--- config.mk ---
export PLATFORM = sky130hd
export DESIGN_NAME = thread_sync_scheduler_core_flat
export DESIGN_NICKNAME = d
export VERILOG_FILES = /design/src/rtl/tss_pkg.sv /design/src/rtl/tss_if.sv /design/src/rtl/thread_sync_scheduler_core.sv /design/src/rtl/tss_ctrl.sv /design/src/rtl/tss_dp.sv /design/src/flat_wrapper.sv
export VERILOG_INCLUDE_DIRS = /design/src /design/src/rtl
export SDC_FILE = /design/constraint.sdc
export NUM_CORES = 1
export LEC_CHECK = 0
export BUFFER_PORTS_ARGS = -buffer_cell sky130_fd_sc_hd__buf_2
export CORE_UTILIZATION = 40
export DETAILED_ROUTE_END_ITERATION = 10
export GPL_TIMING_DRIVEN = 0
export PLACE_DENSITY = 0.57
export SYNTH_ARGS = -nofsm -noshare
export SYNTH_HDL_FRONTEND = slang
export SYNTH_HIERARCHICAL = 1
export SYNTH_SLANG_ARGS = --single-unit
--- constraint.sdc ---
create_clock -name i_clk -period 3.45 [get_ports i_clk]
set_clock_uncertainty 0.2 [all_clocks]
set_input_delay 0.345 -clock i_clk [delete_from_list [all_inputs] [get_ports i_clk]]
set_output_delay 0.345 -clock i_clk [all_outputs]
set_load 0.005 [all_outputs]
--- src/rtl/thread_sync_scheduler_core_defines.svh ---
// Assertion macros for the thread sync scheduler.
// Included by the RTL files that carry concurrent assertions; no other dependencies.
`ifndef THREAD_SYNC_SCHEDULER_CORE_DEFINES_SVH
`define THREAD_SYNC_SCHEDULER_CORE_DEFINES_SVH

`define TSS_ASSERT_ALWAYS(lbl, expr, msg) \
lbl: assert property (@(posedge i_clk) disable iff (!i_rst_n) (expr)) else $error(msg);

`define TSS_ASSERT_IMPL(lbl, ante, cons, msg) \
lbl: assert property (@(posedge i_clk) disable iff (!i_rst_n) (ante) |-> (cons)) else $error(msg);

`endif

--- src/rtl/tss_pkg.sv ---
// Shared codes, default sizes and controller/datapath signal groups.
// No dependencies.
`default_nettype none
package tss_pkg;
    localparam int MAX_THREADS_DEF  = 16;
    localparam int OBJECT_COUNT_DEF = 32;

    localparam logic [2:0] OP_YIELD  = 3'd0;
    localparam logic [2:0] OP_FORK   = 3'd1;
    localparam logic [2:0] OP_LOCK   = 3'd2;
    localparam logic [2:0] OP_UNLOCK = 3'd3;
    localparam logic [2:0] OP_WAIT   = 3'd4;
    localparam logic [2:0] OP_SIGNAL = 3'd5;
    localparam logic [2:0] OP_BCAST  = 3'd6;
    localparam logic [2:0] OP_EXIT   = 3'd7;

    localparam logic [2:0] ST_OK       = 3'd0;
    localparam logic [2:0] ST_EMPTY    = 3'd1;
    localparam logic [2:0] ST_RELOCK   = 3'd2;
    localparam logic [2:0] ST_UNLOCK_NH = 3'd3;
    localparam logic [2:0] ST_WAIT_NH  = 3'd4;
    localparam logic [2:0] ST_FULL     = 3'd5;

    typedef struct packed {
        logic clear;
        logic accept;
        logic load;
        logic exec;
        logic wr2;
        logic bc_read;
        logic fin;
    } t_cmd;

    typedef struct packed {
        logic is_bcast;
        logic need_wr2;
        logic bc_more;
        logic out_free;
    } t_stat;
endpackage
`default_nettype wire

--- src/rtl/tss_if.sv ---
// Request and response channel interfaces with valid/ready handshake.
// No dependencies.
`default_nettype none
interface tss_req_if;
    logic       valid;
    logic       ready;
    logic [2:0] opcode;
    logic [4:0] mutex_index;
    logic [4:0] cond_index;
    modport source (output valid, output opcode, output mutex_index, output cond_index,
                    input ready);
    modport sink   (input valid, input opcode, input mutex_index, input cond_index,
                    output ready);
endinterface

interface tss_rsp_if;
    logic       valid;
    logic       ready;
    logic [2:0] status;
    logic [3:0] running_thread;
    logic [3:0] forked_thread;
    logic       switched;
    modport source (output valid, output status, output running_thread,
                    output forked_thread, output switched, input ready);
    modport sink   (input valid, input status, input running_thread,
                    input forked_thread, input switched, output ready);
endinterface
`default_nettype wire

--- src/rtl/thread_sync_scheduler_core.sv ---
// Thread sync scheduler top level: sequencer plus datapath.
// Each request: registered memory reads, execute, then the result register; a wait that
// hands off a lock while the ready list and condition queue are nonempty adds a second
// link write, and a broadcast walks its woken waiters before the result. No new request
// is taken before the last reaches the result register, and a result still held by the
// sink stalls the next request. Reset: synchronous, then clearing of the object memories.
`default_nettype none
module thread_sync_scheduler_core #(
    parameter int MAX_THREADS  = tss_pkg::MAX_THREADS_DEF,
    parameter int OBJECT_COUNT = tss_pkg::OBJECT_COUNT_DEF
) (
    input  wire      i_clk,
    input  wire      i_rst_n,
    tss_req_if.sink  i_req,
    tss_rsp_if.source o_rsp
);
    tss_pkg::t_cmd                  cmd;
    tss_pkg::t_stat                 stat;
    logic [$clog2(OBJECT_COUNT)-1:0] clr_idx;
    logic                           in_ready;

    tss_ctrl #(
        .OBJECT_COUNT(OBJECT_COUNT)
    ) u_ctrl (
        .i_clk      (i_clk),
        .i_rst_n    (i_rst_n),
        .i_in_valid (i_req.valid),
        .o_in_ready (in_ready),
        .i_stat     (stat),
        .o_cmd      (cmd),
        .o_clr_idx  (clr_idx)
    );

    tss_dp #(
        .MAX_THREADS (MAX_THREADS),
        .OBJECT_COUNT(OBJECT_COUNT)
    ) u_dp (
        .i_clk            (i_clk),
        .i_rst_n          (i_rst_n),
        .i_cmd            (cmd),
        .i_clr_idx        (clr_idx),
        .o_stat           (stat),
        .i_opcode         (i_req.opcode),
        .i_mutex_index    (i_req.mutex_index),
        .i_cond_index     (i_req.cond_index),
        .o_valid          (o_rsp.valid),
        .i_out_ready      (o_rsp.ready),
        .o_status         (o_rsp.status),
        .o_running_thread (o_rsp.running_thread),
        .o_forked_thread  (o_rsp.forked_thread),
        .o_switched       (o_rsp.switched)
    );

    assign i_req.ready = in_ready;
endmodule
`default_nettype wire

--- src/rtl/tss_ctrl.sv ---
// Sequencer for the scheduler: clearing pass, load, execute, broadcast walk, result.
// Depends on tss_pkg.
`default_nettype none
module tss_ctrl #(
    parameter int OBJECT_COUNT = tss_pkg::OBJECT_COUNT_DEF
) (
    input  wire                            i_clk,
    input  wire                            i_rst_n,
    input  wire                            i_in_valid,
    output logic                           o_in_ready,
    input  tss_pkg::t_stat                 i_stat,
    output tss_pkg::t_cmd                  o_cmd,
    output logic [$clog2(OBJECT_COUNT)-1:0] o_clr_idx
);
    localparam int OW = $clog2(OBJECT_COUNT);

    localparam logic [2:0] S_CLR  = 3'd0;
    localparam logic [2:0] S_IDLE = 3'd1;
    localparam logic [2:0] S_LOAD = 3'd2;
    localparam logic [2:0] S_EXEC = 3'd3;
    localparam logic [2:0] S_WR2  = 3'd4;
    localparam logic [2:0] S_BCX  = 3'd5;
    localparam logic [2:0] S_BCR  = 3'd6;
    localparam logic [2:0] S_FIN  = 3'd7;

    logic [2:0]    r_state, n_state;
    logic [OW-1:0] r_clr, n_clr;

    always_comb begin
        n_state = r_state;
        n_clr   = r_clr;
        o_cmd   = '0;
        unique case (r_state)
            S_CLR: begin
                o_cmd.clear = 1'b1;
                n_clr = r_clr + 1'b1;
                if (r_clr == OW'(OBJECT_COUNT - 1)) begin
                    n_state = S_IDLE;
                end
            end
            S_IDLE: begin
                if (i_in_valid) begin
                    o_cmd.accept = 1'b1;
                    n_state = S_LOAD;
                end
            end
            S_LOAD: begin
                o_cmd.load = 1'b1;
                n_state = i_stat.is_bcast ? S_BCX : S_EXEC;
            end
            S_EXEC: begin
                o_cmd.exec = 1'b1;
                n_state = i_stat.need_wr2 ? S_WR2 : S_FIN;
            end
            S_WR2: begin
                o_cmd.wr2 = 1'b1;
                n_state = S_FIN;
            end
            S_BCX: begin
                if (i_stat.bc_more) begin
                    o_cmd.exec = 1'b1;
                    n_state = S_BCR;
                end else begin
                    n_state = S_FIN;
                end
            end
            S_BCR: begin
                o_cmd.bc_read = 1'b1;
                n_state = S_BCX;
            end
            S_FIN: begin
                if (i_stat.out_free) begin
                    o_cmd.fin = 1'b1;
                    n_state = S_IDLE;
                end
            end
            default: n_state = S_IDLE;
        endcase
    end

    always_ff @(posedge i_clk) begin
        if (!i_rst_n) begin
            r_state <= S_CLR;
            r_clr   <= '0;
        end else begin
            r_state <= n_state;
            r_clr   <= n_clr;
        end
    end

    assign o_in_ready = (r_state == S_IDLE);
    assign o_clr_idx  = r_clr;
endmodule
`default_nettype wire

--- src/rtl/tss_dp.sv ---
// Datapath: ready queue, object and link memories, request execution, result register.
// Depends on tss_pkg and thread_sync_scheduler_core_defines.svh.
`default_nettype none
`include "thread_sync_scheduler_core_defines.svh"
module tss_dp #(
    parameter int MAX_THREADS  = tss_pkg::MAX_THREADS_DEF,
    parameter int OBJECT_COUNT = tss_pkg::OBJECT_COUNT_DEF
) (
    input  wire                             i_clk,
    input  wire                             i_rst_n,
    input  tss_pkg::t_cmd                   i_cmd,
    input  wire [$clog2(OBJECT_COUNT)-1:0]  i_clr_idx,
    output tss_pkg::t_stat                  o_stat,
    input  wire [2:0]                       i_opcode,
    input  wire [4:0]                       i_mutex_index,
    input  wire [4:0]                       i_cond_index,
    output logic                            o_valid,
    input  wire                             i_out_ready,
    output logic [2:0]                      o_status,
    output logic [3:0]                      o_running_thread,
    output logic [3:0]                      o_forked_thread,
    output logic                            o_switched
);
    localparam int TW = $clog2(MAX_THREADS);
    localparam int OW = $clog2(OBJECT_COUNT);
    localparam int NW = $clog2(MAX_THREADS + 1);
    localparam int MW = 3 * TW + 2;
    localparam int CW = 2 * TW + 1;
    localparam logic [10:0] OC11 = 11'(OBJECT_COUNT);

    logic [MW-1:0] mtx_mem [OBJECT_COUNT];
    logic [CW-1:0] cnd_mem [OBJECT_COUNT];
    logic [TW-1:0] lnk_mem [MAX_THREADS];
    logic [MW-1:0] mtx_rd;
    logic [CW-1:0] cnd_rd;
    logic [TW-1:0] lnk_rd;

    logic [OW-1:0] own_tab [MAX_THREADS];
    for (genvar g = 0; g < MAX_THREADS; g++) begin : g_own
        assign own_tab[g] = OW'(g % OBJECT_COUNT);
    end

    logic [2:0]    r_op;
    logic [OW-1:0] r_m, r_c;
    logic [TW-1:0] r_rh, r_rt, r_run, r_old, r_rlink;
    logic          r_rne;
    logic [NW-1:0] r_nfree;
    logic          r_m_held, r_mq_ne, r_cq_ne;
    logic [TW-1:0] r_m_holder, r_mq_h, r_mq_t, r_cq_h, r_cq_t;
    logic [2:0]    r_status;
    logic [TW-1:0] r_forked;
    logic [TW-1:0] r_w2_a, r_w2_d;
    logic          r_o_valid, r_o_sw;
    logic [2:0]    r_o_status;
    logic [3:0]    r_o_run, r_o_fk;

    // request index fold
    logic [10:0]   m11, c11, m_fold, c_fold;
    logic [OW-1:0] m_idx, c_idx, c_eff;
    always_comb begin
        m11    = {6'b0, i_mutex_index};
        c11    = {6'b0, i_cond_index};
        m_fold = (m11 >= OC11) ? (m11 - OC11) : m11;
        c_fold = (c11 >= OC11) ? (c11 - OC11) : c11;
        m_idx  = m_fold[OW-1:0];
        c_idx  = c_fold[OW-1:0];
        c_eff  = (i_opcode == tss_pkg::OP_EXIT) ? own_tab[r_run] : c_idx;
    end

    // execution of one request step
    logic [TW-1:0] rh, rt, rl, run, cur, w, fk;
    logic          rne, mh, mqne, cqne;
    logic [TW-1:0] mho, mqh, mqt, cqh, cqt;
    logic [NW-1:0] nf;
    logic [2:0]    st;
    logic          a_en, b_en;
    logic [TW-1:0] a_a, a_d, b_a, b_d;
    always_comb begin
        rh = r_rh; rt = r_rt; rne = r_rne; rl = r_rlink; run = r_run; cur = r_run;
        mh = r_m_held; mho = r_m_holder; mqh = r_mq_h; mqt = r_mq_t; mqne = r_mq_ne;
        cqh = r_cq_h; cqt = r_cq_t; cqne = r_cq_ne;
        nf = r_nfree; st = tss_pkg::ST_OK; fk = '0; w = '0;
        a_en = 1'b0; a_a = '0; a_d = '0;
        b_en = 1'b0; b_a = '0; b_d = '0;
        case (r_op)
            tss_pkg::OP_YIELD: begin
                if (rne) begin
                    a_en = 1'b1; a_a = rt; a_d = cur;
                    if (rt == rh) rl = cur;
                    rt = cur;
                end else begin
                    rh = cur; rt = cur; rne = 1'b1;
                end
                run = rh;
                if (rh == rt) rne = 1'b0;
                else rh = rl;
            end
            tss_pkg::OP_FORK: begin
                if (r_nfree >= NW'(MAX_THREADS)) begin
                    st = tss_pkg::ST_FULL;
                end else begin
                    nf = r_nfree + 1'b1;
                    if (rne) begin
                        a_en = 1'b1; a_a = rt; a_d = cur;
                        rt = cur;
                    end else begin
                        rh = cur; rt = cur; rne = 1'b1;
                    end
                    run = r_nfree[TW-1:0];
                    fk  = r_nfree[TW-1:0];
                end
            end
            tss_pkg::OP_LOCK: begin
                if (!mh) begin
                    mh = 1'b1; mho = cur;
                end else if (mho == cur) begin
                    st = tss_pkg::ST_RELOCK;
                end else if (!rne) begin
                    st = tss_pkg::ST_EMPTY;
                end else begin
                    if (mqne) begin
                        b_en = 1'b1; b_a = mqt; b_d = cur;
                        mqt = cur;
                    end else begin
                        mqh = cur; mqt = cur; mqne = 1'b1;
                    end
                    run = rh;
                    if (rh == rt) rne = 1'b0;
                    else rh = rl;
                end
            end
            tss_pkg::OP_UNLOCK, tss_pkg::OP_WAIT: begin
                if (!mh || mho != cur) begin
                    st = (r_op == tss_pkg::OP_UNLOCK) ? tss_pkg::ST_UNLOCK_NH
                                                       : tss_pkg::ST_WAIT_NH;
                end else if (r_op == tss_pkg::OP_WAIT && !rne && !mqne) begin
                    st = tss_pkg::ST_EMPTY;
                end else begin
                    if (!mqne) begin
                        mh = 1'b0; mho = '0;
                    end else begin
                        w = mqh;
                        if (mqh == mqt) mqne = 1'b0;
                        else mqh = lnk_rd;
                        if (rne) begin
                            a_en = 1'b1; a_a = rt; a_d = w;
                            if (rt == rh) rl = w;
                            rt = w;
                        end else begin
                            rh = w; rt = w; rne = 1'b1;
                        end
                        mho = w;
                    end
                    if (r_op == tss_pkg::OP_WAIT) begin
                        if (cqne) begin
                            b_en = 1'b1; b_a = cqt; b_d = cur;
                            cqt = cur;
                        end else begin
                            cqh = cur; cqt = cur; cqne = 1'b1;
                        end
                        run = rh;
                        if (rh == rt) rne = 1'b0;
                        else rh = rl;
                    end
                end
            end
            default: begin
                // signal, broadcast step and exit
                if (r_op == tss_pkg::OP_EXIT && !rne && !cqne) begin
                    st = tss_pkg::ST_EMPTY;
                end else begin
                    if (cqne) begin
                        w = cqh;
                        if (cqh == cqt) cqne = 1'b0;
                        else cqh = lnk_rd;
                        if (rne) begin
                            a_en = 1'b1; a_a = rt; a_d = w;
                            if (rt == rh) rl = w;
                            rt = w;
                        end else begin
                            rh = w; rt = w; rne = 1'b1;
                        end
                    end
                    if (r_op == tss_pkg::OP_EXIT) begin
                        run = rh;
                        if (rh == rt) rne = 1'b0;
                        else rh = rl;
                    end
                end
            end
        endcase
    end

    // memory ports
    logic          lnk_we;
    logic [TW-1:0] lnk_wa, lnk_wd, lnk_ra;
    always_comb begin
        lnk_we = 1'b0; lnk_wa = a_a; lnk_wd = a_d;
        if (i_cmd.wr2) begin
            lnk_we = 1'b1; lnk_wa = r_w2_a; lnk_wd = r_w2_d;
        end else if (i_cmd.exec) begin
            lnk_we = a_en | b_en;
            lnk_wa = a_en ? a_a : b_a;
            lnk_wd = a_en ? a_d : b_d;
        end
        if (i_cmd.load) begin
            lnk_ra = (r_op == tss_pkg::OP_UNLOCK || r_op == tss_pkg::OP_WAIT)
                   ? mtx_rd[2*TW:TW+1] : cnd_rd[2*TW:TW+1];
        end else if (i_cmd.bc_read) begin
            lnk_ra = r_cq_h;
        end else begin
            lnk_ra = r_rh;
        end
    end

    always_ff @(posedge i_clk) begin
        if (i_cmd.clear) begin
            mtx_mem[i_clr_idx] <= '0;
            cnd_mem[i_clr_idx] <= '0;
        end else if (i_cmd.exec) begin
            mtx_mem[r_m] <= {mh, mho, mqh, mqt, mqne};
            cnd_mem[r_c] <= {cqh, cqt, cqne};
        end
        if (lnk_we) begin
            lnk_mem[lnk_wa] <= lnk_wd;
        end
        mtx_rd <= mtx_mem[m_idx];
        cnd_rd <= cnd_mem[c_eff];
        lnk_rd <= lnk_mem[lnk_ra];
    end

    // step registers
    always_ff @(posedge i_clk) begin
        if (!i_rst_n) begin
            r_rh    <= '0;
            r_rt    <= '0;
            r_rne   <= 1'b0;
            r_run   <= '0;
            r_nfree <= NW'(1);
        end else if (i_cmd.exec) begin
            r_rh    <= rh;
            r_rt    <= rt;
            r_rne   <= rne;
            r_run   <= run;
            r_nfree <= nf;
        end
        if (i_cmd.accept) begin
            r_op     <= i_opcode;
            r_m      <= m_idx;
            r_c      <= c_eff;
            r_old    <= r_run;
            r_status <= tss_pkg::ST_OK;
            r_forked <= '0;
        end
        if (i_cmd.load) begin
            r_rlink    <= lnk_rd;
            r_m_held   <= mtx_rd[MW-1];
            r_m_holder <= mtx_rd[MW-2:2*TW+1];
            r_mq_h     <= mtx_rd[2*TW:TW+1];
            r_mq_t     <= mtx_rd[TW:1];
            r_mq_ne    <= mtx_rd[0];
            r_cq_h     <= cnd_rd[2*TW:TW+1];
            r_cq_t     <= cnd_rd[TW:1];
            r_cq_ne    <= cnd_rd[0];
        end
        if (i_cmd.exec) begin
            r_m_held   <= mh;
            r_m_holder <= mho;
            r_mq_h     <= mqh;
            r_mq_t     <= mqt;
            r_mq_ne    <= mqne;
            r_cq_h     <= cqh;
            r_cq_t     <= cqt;
            r_cq_ne    <= cqne;
            r_status   <= st;
            r_forked   <= fk;
            r_w2_a     <= b_a;
            r_w2_d     <= b_d;
        end
    end

    // result register
    logic [TW+3:0] run_ext, fk_ext;
    assign run_ext = {4'b0, r_run};
    assign fk_ext  = {4'b0, r_forked};
    always_ff @(posedge i_clk) begin
        if (!i_rst_n) begin
            r_o_valid <= 1'b0;
        end else if (i_cmd.fin) begin
            r_o_valid <= 1'b1;
        end else if (i_out_ready) begin
            r_o_valid <= 1'b0;
        end
        if (i_cmd.fin) begin
            r_o_status <= r_status;
            r_o_run    <= run_ext[3:0];
            r_o_fk     <= fk_ext[3:0];
            r_o_sw     <= (r_run != r_old);
        end
    end

    assign o_stat.is_bcast = (r_op == tss_pkg::OP_BCAST);
    assign o_stat.need_wr2 = a_en & b_en;
    assign o_stat.bc_more  = r_cq_ne;
    assign o_stat.out_free = !r_o_valid || i_out_ready;

    assign o_valid          = r_o_valid;
    assign o_status         = r_o_status;
    assign o_running_thread = r_o_run;
    assign o_forked_thread  = r_o_fk;
    assign o_switched       = r_o_sw;

    `TSS_ASSERT_IMPL(a_wr2_after_exec, i_cmd.wr2, $past(i_cmd.exec), "second link write without execute")
    `TSS_ASSERT_IMPL(a_switch_ok, r_o_valid && r_o_sw, r_o_status == tss_pkg::ST_OK, "switch on error")
    `TSS_ASSERT_ALWAYS(a_nfree_range, r_nfree <= NW'(MAX_THREADS), "free slot past table")
endmodule
`default_nettype wire

--- src/flat_wrapper.sv ---
// flat-port wrapper written by rule: the top's interface ports become plain ports
module thread_sync_scheduler_core_flat 
#(
    parameter int MAX_THREADS  = tss_pkg::MAX_THREADS_DEF,
    parameter int OBJECT_COUNT = tss_pkg::OBJECT_COUNT_DEF
)
  (i_clk, i_rst_n, i_req_valid, i_req_opcode, i_req_mutex_index, i_req_cond_index, i_req_ready, o_rsp_valid, o_rsp_status, o_rsp_running_thread, o_rsp_forked_thread, o_rsp_switched, o_rsp_ready);
  tss_req_if i_req_i ();
  tss_rsp_if o_rsp_i ();
  input  wire i_clk;
  input  wire i_rst_n;
  input wire logic [$bits(i_req_i.valid)-1:0] i_req_valid;
  input wire logic [$bits(i_req_i.opcode)-1:0] i_req_opcode;
  input wire logic [$bits(i_req_i.mutex_index)-1:0] i_req_mutex_index;
  input wire logic [$bits(i_req_i.cond_index)-1:0] i_req_cond_index;
  output wire logic [$bits(i_req_i.ready)-1:0] i_req_ready;
  output wire logic [$bits(o_rsp_i.valid)-1:0] o_rsp_valid;
  output wire logic [$bits(o_rsp_i.status)-1:0] o_rsp_status;
  output wire logic [$bits(o_rsp_i.running_thread)-1:0] o_rsp_running_thread;
  output wire logic [$bits(o_rsp_i.forked_thread)-1:0] o_rsp_forked_thread;
  output wire logic [$bits(o_rsp_i.switched)-1:0] o_rsp_switched;
  input wire logic [$bits(o_rsp_i.ready)-1:0] o_rsp_ready;
  assign i_req_i.valid = i_req_valid;
  assign i_req_i.opcode = i_req_opcode;
  assign i_req_i.mutex_index = i_req_mutex_index;
  assign i_req_i.cond_index = i_req_cond_index;
  assign i_req_ready = i_req_i.ready;
  assign o_rsp_valid = o_rsp_i.valid;
  assign o_rsp_status = o_rsp_i.status;
  assign o_rsp_running_thread = o_rsp_i.running_thread;
  assign o_rsp_forked_thread = o_rsp_i.forked_thread;
  assign o_rsp_switched = o_rsp_i.switched;
  assign o_rsp_i.ready = o_rsp_ready;
  thread_sync_scheduler_core #(.MAX_THREADS(MAX_THREADS), .OBJECT_COUNT(OBJECT_COUNT)) u_core (.i_clk(i_clk), .i_rst_n(i_rst_n), .i_req(i_req_i), .o_rsp(o_rsp_i));
endmodule
---- After elaboration in Yosys (flattened, before gate mapping) ----
Memory sizes are Yosys's and may differ from the RTL's. A register that Yosys moved wholly into a read port is not among the register bits.
Index checks and enable logic that the tools add are counted.
operators by class
  order comparisons ....................... 2
  shift-type cells ........................ 0
  mux-type cells .......................... 249
  bitwise gates (word level) .............. 5
  reductions and logical operators ........ 29
  equal/unequal tests ..................... 38
  $mul .................................... 0
  add/sub/neg operators ................... 2
  divide/modulo/power cells ............... 0
operators with widths
  operator             count
  $mux 4               134
  $pmux 4 s4           5
  $mux 1               77
  $pmux 4 s2           5
  $eq 4x4->1           8
  $mux 3               9
  $mux 5               5
  $eq 3x3->1 const B   8
  $pmux 3 s8           1
  $ne 2x2->1 const B   10
  $reduce_and 9->1     2
  $mux 14              1
  $reduce_or 14->1     1
  $eq 3x2->1 const B   4
  $pmux 3 s4           1
  $add 5x1->5 const B  2
  $ge 5x5->1 const B   2
  $pmux 1 s2           5
  $mux 9               1
  $reduce_or 9->1      1
  $ne 4x4->1           2
  $pmux 1 s4           2
  $reduce_and 7->1     1
  $eq 3x1->1 const B   2
  20 further kinds     36
word-level totals
  output and inout bits ................... 14
  RAM bits ................................ 800
  input port bits ......................... 17
  memories ................................ 4
  memory bits (read-only) ................. 80
  logic and storage cells ................. 358
  register bits ........................... 98
  bits in latches ......................... 0
memories
  name                 depth  bits a word  rd ports  clocked after memory_dff  write ports  RTL line      source
  u_core.u_dp.mtx_mem  32     14           1         1                         1            tss_dp.sv:31  logic [MW-1:0] mtx_mem [OBJECT_COUNT];
  u_core.u_dp.cnd_mem  32     9            1         1                         1            tss_dp.sv:32  logic [CW-1:0] cnd_mem [OBJECT_COUNT];
  (no name shown)      16     5            1         0                         0            tss_dp.sv:67  c_eff = (i_opcode == tss_pkg::OP_EXIT) ? own_tab[r_run] : c_idx;
  u_core.u_dp.lnk_mem  16     4            1         1                         1            tss_dp.sv:33  logic [TW-1:0] lnk_mem [MAX_THREADS];

---- Logic depth before layout (Yosys ltp) ----
  depth in word-level cells ............... 12
  depth in mapped cells ................... 12
  mapped depth without buffers ............ 9

---- By module ----
The synthesis kept the hierarchy.
by module, submodules not included
  module    times used  area an instance (um^2)  cells an instance  sequential area each (um^2)
  tss_dp    1           37808.8                  2435               27076.0
  tss_ctrl  1           479.2                    55                 160.2

---- Worst setup path before layout ----
OpenSTA, ideal clock, no wires.
  path type ............................... register to register
  start ................................... register u_core.u_ctrl.r_state[2]
  end ..................................... memory u_core/u_dp/mtx_mem[19][0] in the netlist's numbering, enable pin
  period minus slack after synthesis ...... 3.561 ns
  required time ........................... 2.866 ns
  buffers on the path ..................... 3
  stages on the path, launching flop included .. 9
  arrival ................................. 2.977 ns
  setup time .............................. 0.384 ns
  slack ................................... -0.111 ns
  cells stage by stage .................... dfxtp_1 > buf_2 > nand3b_1 > a21oi_1 > clkbuf_1 > nor2b_1 > clkbuf_1 > a31oi_1 > nor2_1
RTL lines
  item                    RTL line        source
  from (decl)             tss_ctrl.sv:26  logic [2:0] r_state, n_state;
  from (signal assigned)  tss_ctrl.sv:86  r_state <= n_state;
  to (decl)               tss_dp.sv:31

---- Worst setup path in the final report ----
  start ................................... register u_core.u_dp.r_run[2], in the netlist u_core/u_dp/cur[2]
  end ..................................... register u_core.u_dp.cnd_rd[5] (read register of u_core.u_dp.cnd_mem)
between the ends
  word-level cells in the longest chain between the ends .. 5
ends and longest elaborated chain
  item                                        RTL line       source
  from (decl)                                 tss_dp.sv:45   logic [TW-1:0] r_rh, r_rt, r_run, r_old, r_rlink;
  from (signal assigned)                      tss_dp.sv:244  r_run <= run;
  $not 4->5 (not written as such)             tss_dp.sv:67
  $mem_v2 16x5                                n/a
  $mux 5 (not written as such) (2 in series)  tss_dp.sv:67
  $mux 5                                      tss_dp.sv:67
  to (decl)                                   tss_dp.sv:35   logic [CW-1:0] cnd_rd;
No other way between the ends. The select of a mux whose other input is x is not followed.
A chain may end at the register's enable or synchronous reset.

==> results.py <==
metrics = {
    "cells_and_area": {
        "nFillCells": 7910,
        "multi_input_area_um2": 11300,
        "area_growth_pct": 20.6,
        "seq_area_um2": 27200,
        "fin_cells": 4137,
        "final_cell_area_um2": 46200,
        "drive_gt1_share_pct": 25.6,
        "fin_nets": 2807,
        "layout_commonest_cell": "edfxtp_1",
        "final_cell_mix": "edfxtp_1 (871), nand2_1 (388), mux4_2 (140)",
    },
    "timing": {
        "setup_viol": 1,
        "max_freq_mhz": 288,
        "worstMarginPinSlew_ns": 1.34,
        "layout_setup_ws_ns": -0.0266,
        "rsz0062_at_grt": "yes",
        "hold_viol_final": 0,
        "slew_violations": 0,
        "fin_crit_ns": 3.48,
        "relSlewSlack_pct": 10.0,
        "hold_ws_ns": 0.120,
        "fin_crit_sh_pct": 101,
    },
    "critical_path": {
        "crit_required_ns": 3.76,
        "cp_max_fo": 10,
        "critPathSlowestCell": "a31oi_1",
        "cp-startpoint": "u_core/u_dp/cur[2]$_SDFFE_PN0P_",
        "worst_setup_path_start_kind": "register",
        "crit_chain": "buf_4, clkbuf_1, a31oi_1, o22ai_1, nor4_1",
        "timing.rr.start": "u_core/u_dp/cur[2]$_SDFFE_PN0P_",
        "crit_type": "reg2reg",
        "cp.arrival_ns": 3.78,
        "cp-end-kind": "register",
        "cp_slowest_stage_delay_ns": 1.18,
    },
    "clock_tree": {
        "cts.sinks": 925,
        "cts_tree": "done",
        "clock-root-buffer": "clkbuf_16",
        "clockBufferDepth": 3,
        "cts.htree.levels": 3,
        "numCtsBuffers": 95,
        "worst_skew_pair.late_latency_ns": 0.67,
        "cts.clk_slew.worst_paths_ns": 0.06,
    },
    "grt": {
        "antenna_found_initial": 7,
        "track_usage_pct": 22.0,
        "grt-ovfl-total": 0,
        "grt_pass1_wl_um": 157000,
        "grt_start_max_net_pins": 33,
        "grt_pass1_vias": 23300,
    },
    "place": {
        "dp.cells": 3808,
        "dpl_cell_area_um2": 40500,
        "dp_hpwl_um": 71300,
        "io_buffer_count": 28,
        "place.gp.congestion": 0.941,
    },
    "floorplan": {
        "start_util_pct": 40.4,
        "die_w_um": 311,
        "core_um2": 94900,
        "rows": 113,
        "ios": 31,
        "die_y_um": 311,
        "die-area_um2": 97000,
    },
    "synth": {
        "syn_area_per_cell_um2": 15.4,
        "synth_nets": 2511,
        "synth_cell_types": 90,
        "async_reset_ff_share_pct": 0,
        "ys_seq_area_share_pct": 71.1,
        "synth-edff-count": 871,
        "synthesis.area_um2": 38300,
        "yosys_warnings": 6,
        "ys_seq_elements": 925,
        "synth-main-ff-cell": "edfxtp_1",
        "synthCells": 2490,
    },
    "drt": {
        "wl_um": 108000,
        "antenna_left": 0,
        "routed_via_density": 5.67,
        "drt_iter0_drc": 2785,
        "drc": 0,
        "vias": 23500,
        "routedWlPerCell_um": 26.1,
        "firstDrtPassIters": 8,
    },
    "min_path": {
        "hold_path.startpoint": "i_req_cond_index[4]",
        "hp-class": "in2reg",
    },
    "status": {
        "status": "complete, but fails checks",
        "violations": "negative setup slack",
    },
    "power_and_ir_drop": {
        "peakVddDrop_mv": 0.433,
        "power.leakage_nw": 14.7,
        "powerDensity_nw_per_um2": 527,
    },
    "run": {
        "timing.max_cap.violations": 0,
    },
}
-- metal layers --
| layer | GRT usage (%) | wire (um) |
|---|---|---|
| met5 | 0 | 40 |
| met4 | 7.60 | 3520 |
| met3 | 3.70 | 7820 |
| met2 | 35.7 | 52100 |
| met1 | 30.1 | 44700 |
-- state kept, by name (all words and copies together) (netlist names), 5 cells and up --
signal	count
u_core/u_dp/lnk_mem	64
u_core/u_dp/mtx_mem	448
u_core/u_dp/r_nfree	5
u_core/u_dp/mtx_rd	14
u_core/u_dp/r_c	5
u_core/u_ctrl/o_clr_idx	5
u_core/u_dp/cnd_rd	9
u_core/u_dp/cnd_mem	288
u_core/u_dp/r_m	5
-- logic make-up (layout without fill, tap and decap cells) --
| group | after synthesis | after routing | synth area share (%) |
|---|---|---|---|
| XOR/XNOR | 36 | 36 | 0.912 |
| multiplexers | 225 | 225 | 10.5 |
| buffers and inverters | 166 | 537 | 1.85 |
| other | 0 | 4 | 0 |
| AO/OA/AOI/OAI | 330 | 330 | 5.83 |
| flip-flops | 925 | 925 | 71.1 |
| adder cells (fa/ha/maj) | 4 | 4 | 0.131 |
| AND/OR/NAND/NOR | 804 | 811 | 9.60 |
-- critical path: cells and delay by family, from the launching register on --
family	cells	cell delay, ns
AOI/OAI and AO/OA	2	1.56
DFF	1	0.35
buffers and inverters	2	0.57
and+or+nand+nor	1	0.64
-- report_power, final --
part | total, mW | switching (mW) | internal (mW)
clock network | 10.4 | 4.44 | 5.99
logic | 1.44 | 0.923 | 0.512
registers | 12.5 | 0.103 | 12.4
total | 24.3 | 5.46 | 18.9
-- area by class of cell --
cell class	instances	share of cell area, %
plain buffers	146	1.42
repair buffers	194	4.55
inverters	18	0.146
clock inverters	69	1.57
diodes	4	0.0217
flip-flops and latches	925	59.0
well taps	1265	3.43
clock buffers	110	5.32
multi-input cells	1406	24.5
-- cell usage after synthesis (5+ instances only) --
cell      count  share of area [%]
dfxtp_1      54                2.8
mux2_2       20               0.59
nand4_1       6              0.098
xnor2_1      13               0.30
a21o_1        5              0.098
o21ai_0      28               0.37
and3_1       82                1.3
nand3_1      22               0.29
a31oi_1      88                1.4
a32o_1        5               0.13
a22oi_1      13               0.25
clkbuf_1     84               0.82
a21oi_1      56               0.73
nand2_1     399                3.9
nand2b_1     18               0.29
mux2i_1      63                1.6
nand3b_1     10               0.20
buf_1        20               0.20
buf_2        37               0.48
a32oi_1       8               0.18
o211ai_1      5              0.098
and2_1       10               0.16
nor2b_1      15               0.25
o41ai_1       6               0.14
nor4_1       12               0.20
nor2_1      179                1.8
nor3_1       11               0.14
a211oi_1      7               0.14
inv_1        15               0.15
edfxtp_1    871                 68
o22ai_1      39               0.64
o221ai_1      5               0.11
a41oi_1       5               0.11
a221oi_1      5               0.11
a22o_1        8               0.18
a222oi_1      7               0.18
xor2_1       20               0.46
mux4_2      140                8.2
o21ai_1       5              0.065
-- worst paths after layout --
| kind | endpoint | slack, ns | cells after the start |
|---|---|---|---|
| setup / recovery | u_core/u_dp/cnd_rd[5]$_DFF_P_ | -0.03 | 5 |
| hold / removal | u_core/u_dp/r_c[4]$_DFFE_PP_ | 0.12 | 3 |
| setup reg to reg | u_core/u_dp/cnd_rd[5]$_DFF_P_ | -0.03 | 5 |
| hold reg to reg | u_core/u_dp/o_forked_thread[2]$_DFFE_PP_ | 0.22 | 0 |
-- per-stage QoR --
stage          setup slack (ns)  power (mW)  utilization (%)  setup TNS, ns
2_1_floorplan            0.0702        13.4                -              0
3_3_place_gp              -2.49        13.9             42.2       -2511.38
3_5_place_dp              -1.75        14.0             42.7       -1746.14
4_1_cts                 -0.0373        24.5             48.2         -0.550
5_1_grt                 -0.0283        25.0             48.7         -0.629
6_report                -0.0266        24.3             48.7        -0.0266
-- repair_timing --
item | 4_1_cts | 5_1_grt
gates cloned | 6 | 1
pin swaps | 74 | 8
resized for setup | 157 | 65
setup buffers | 106 | 22
hold buffers | 13 | 0
setup endpoints to repair | 1660 | 783
hold endpoints to repair | 30 | 0
Power figures use the tool's default switching activity.
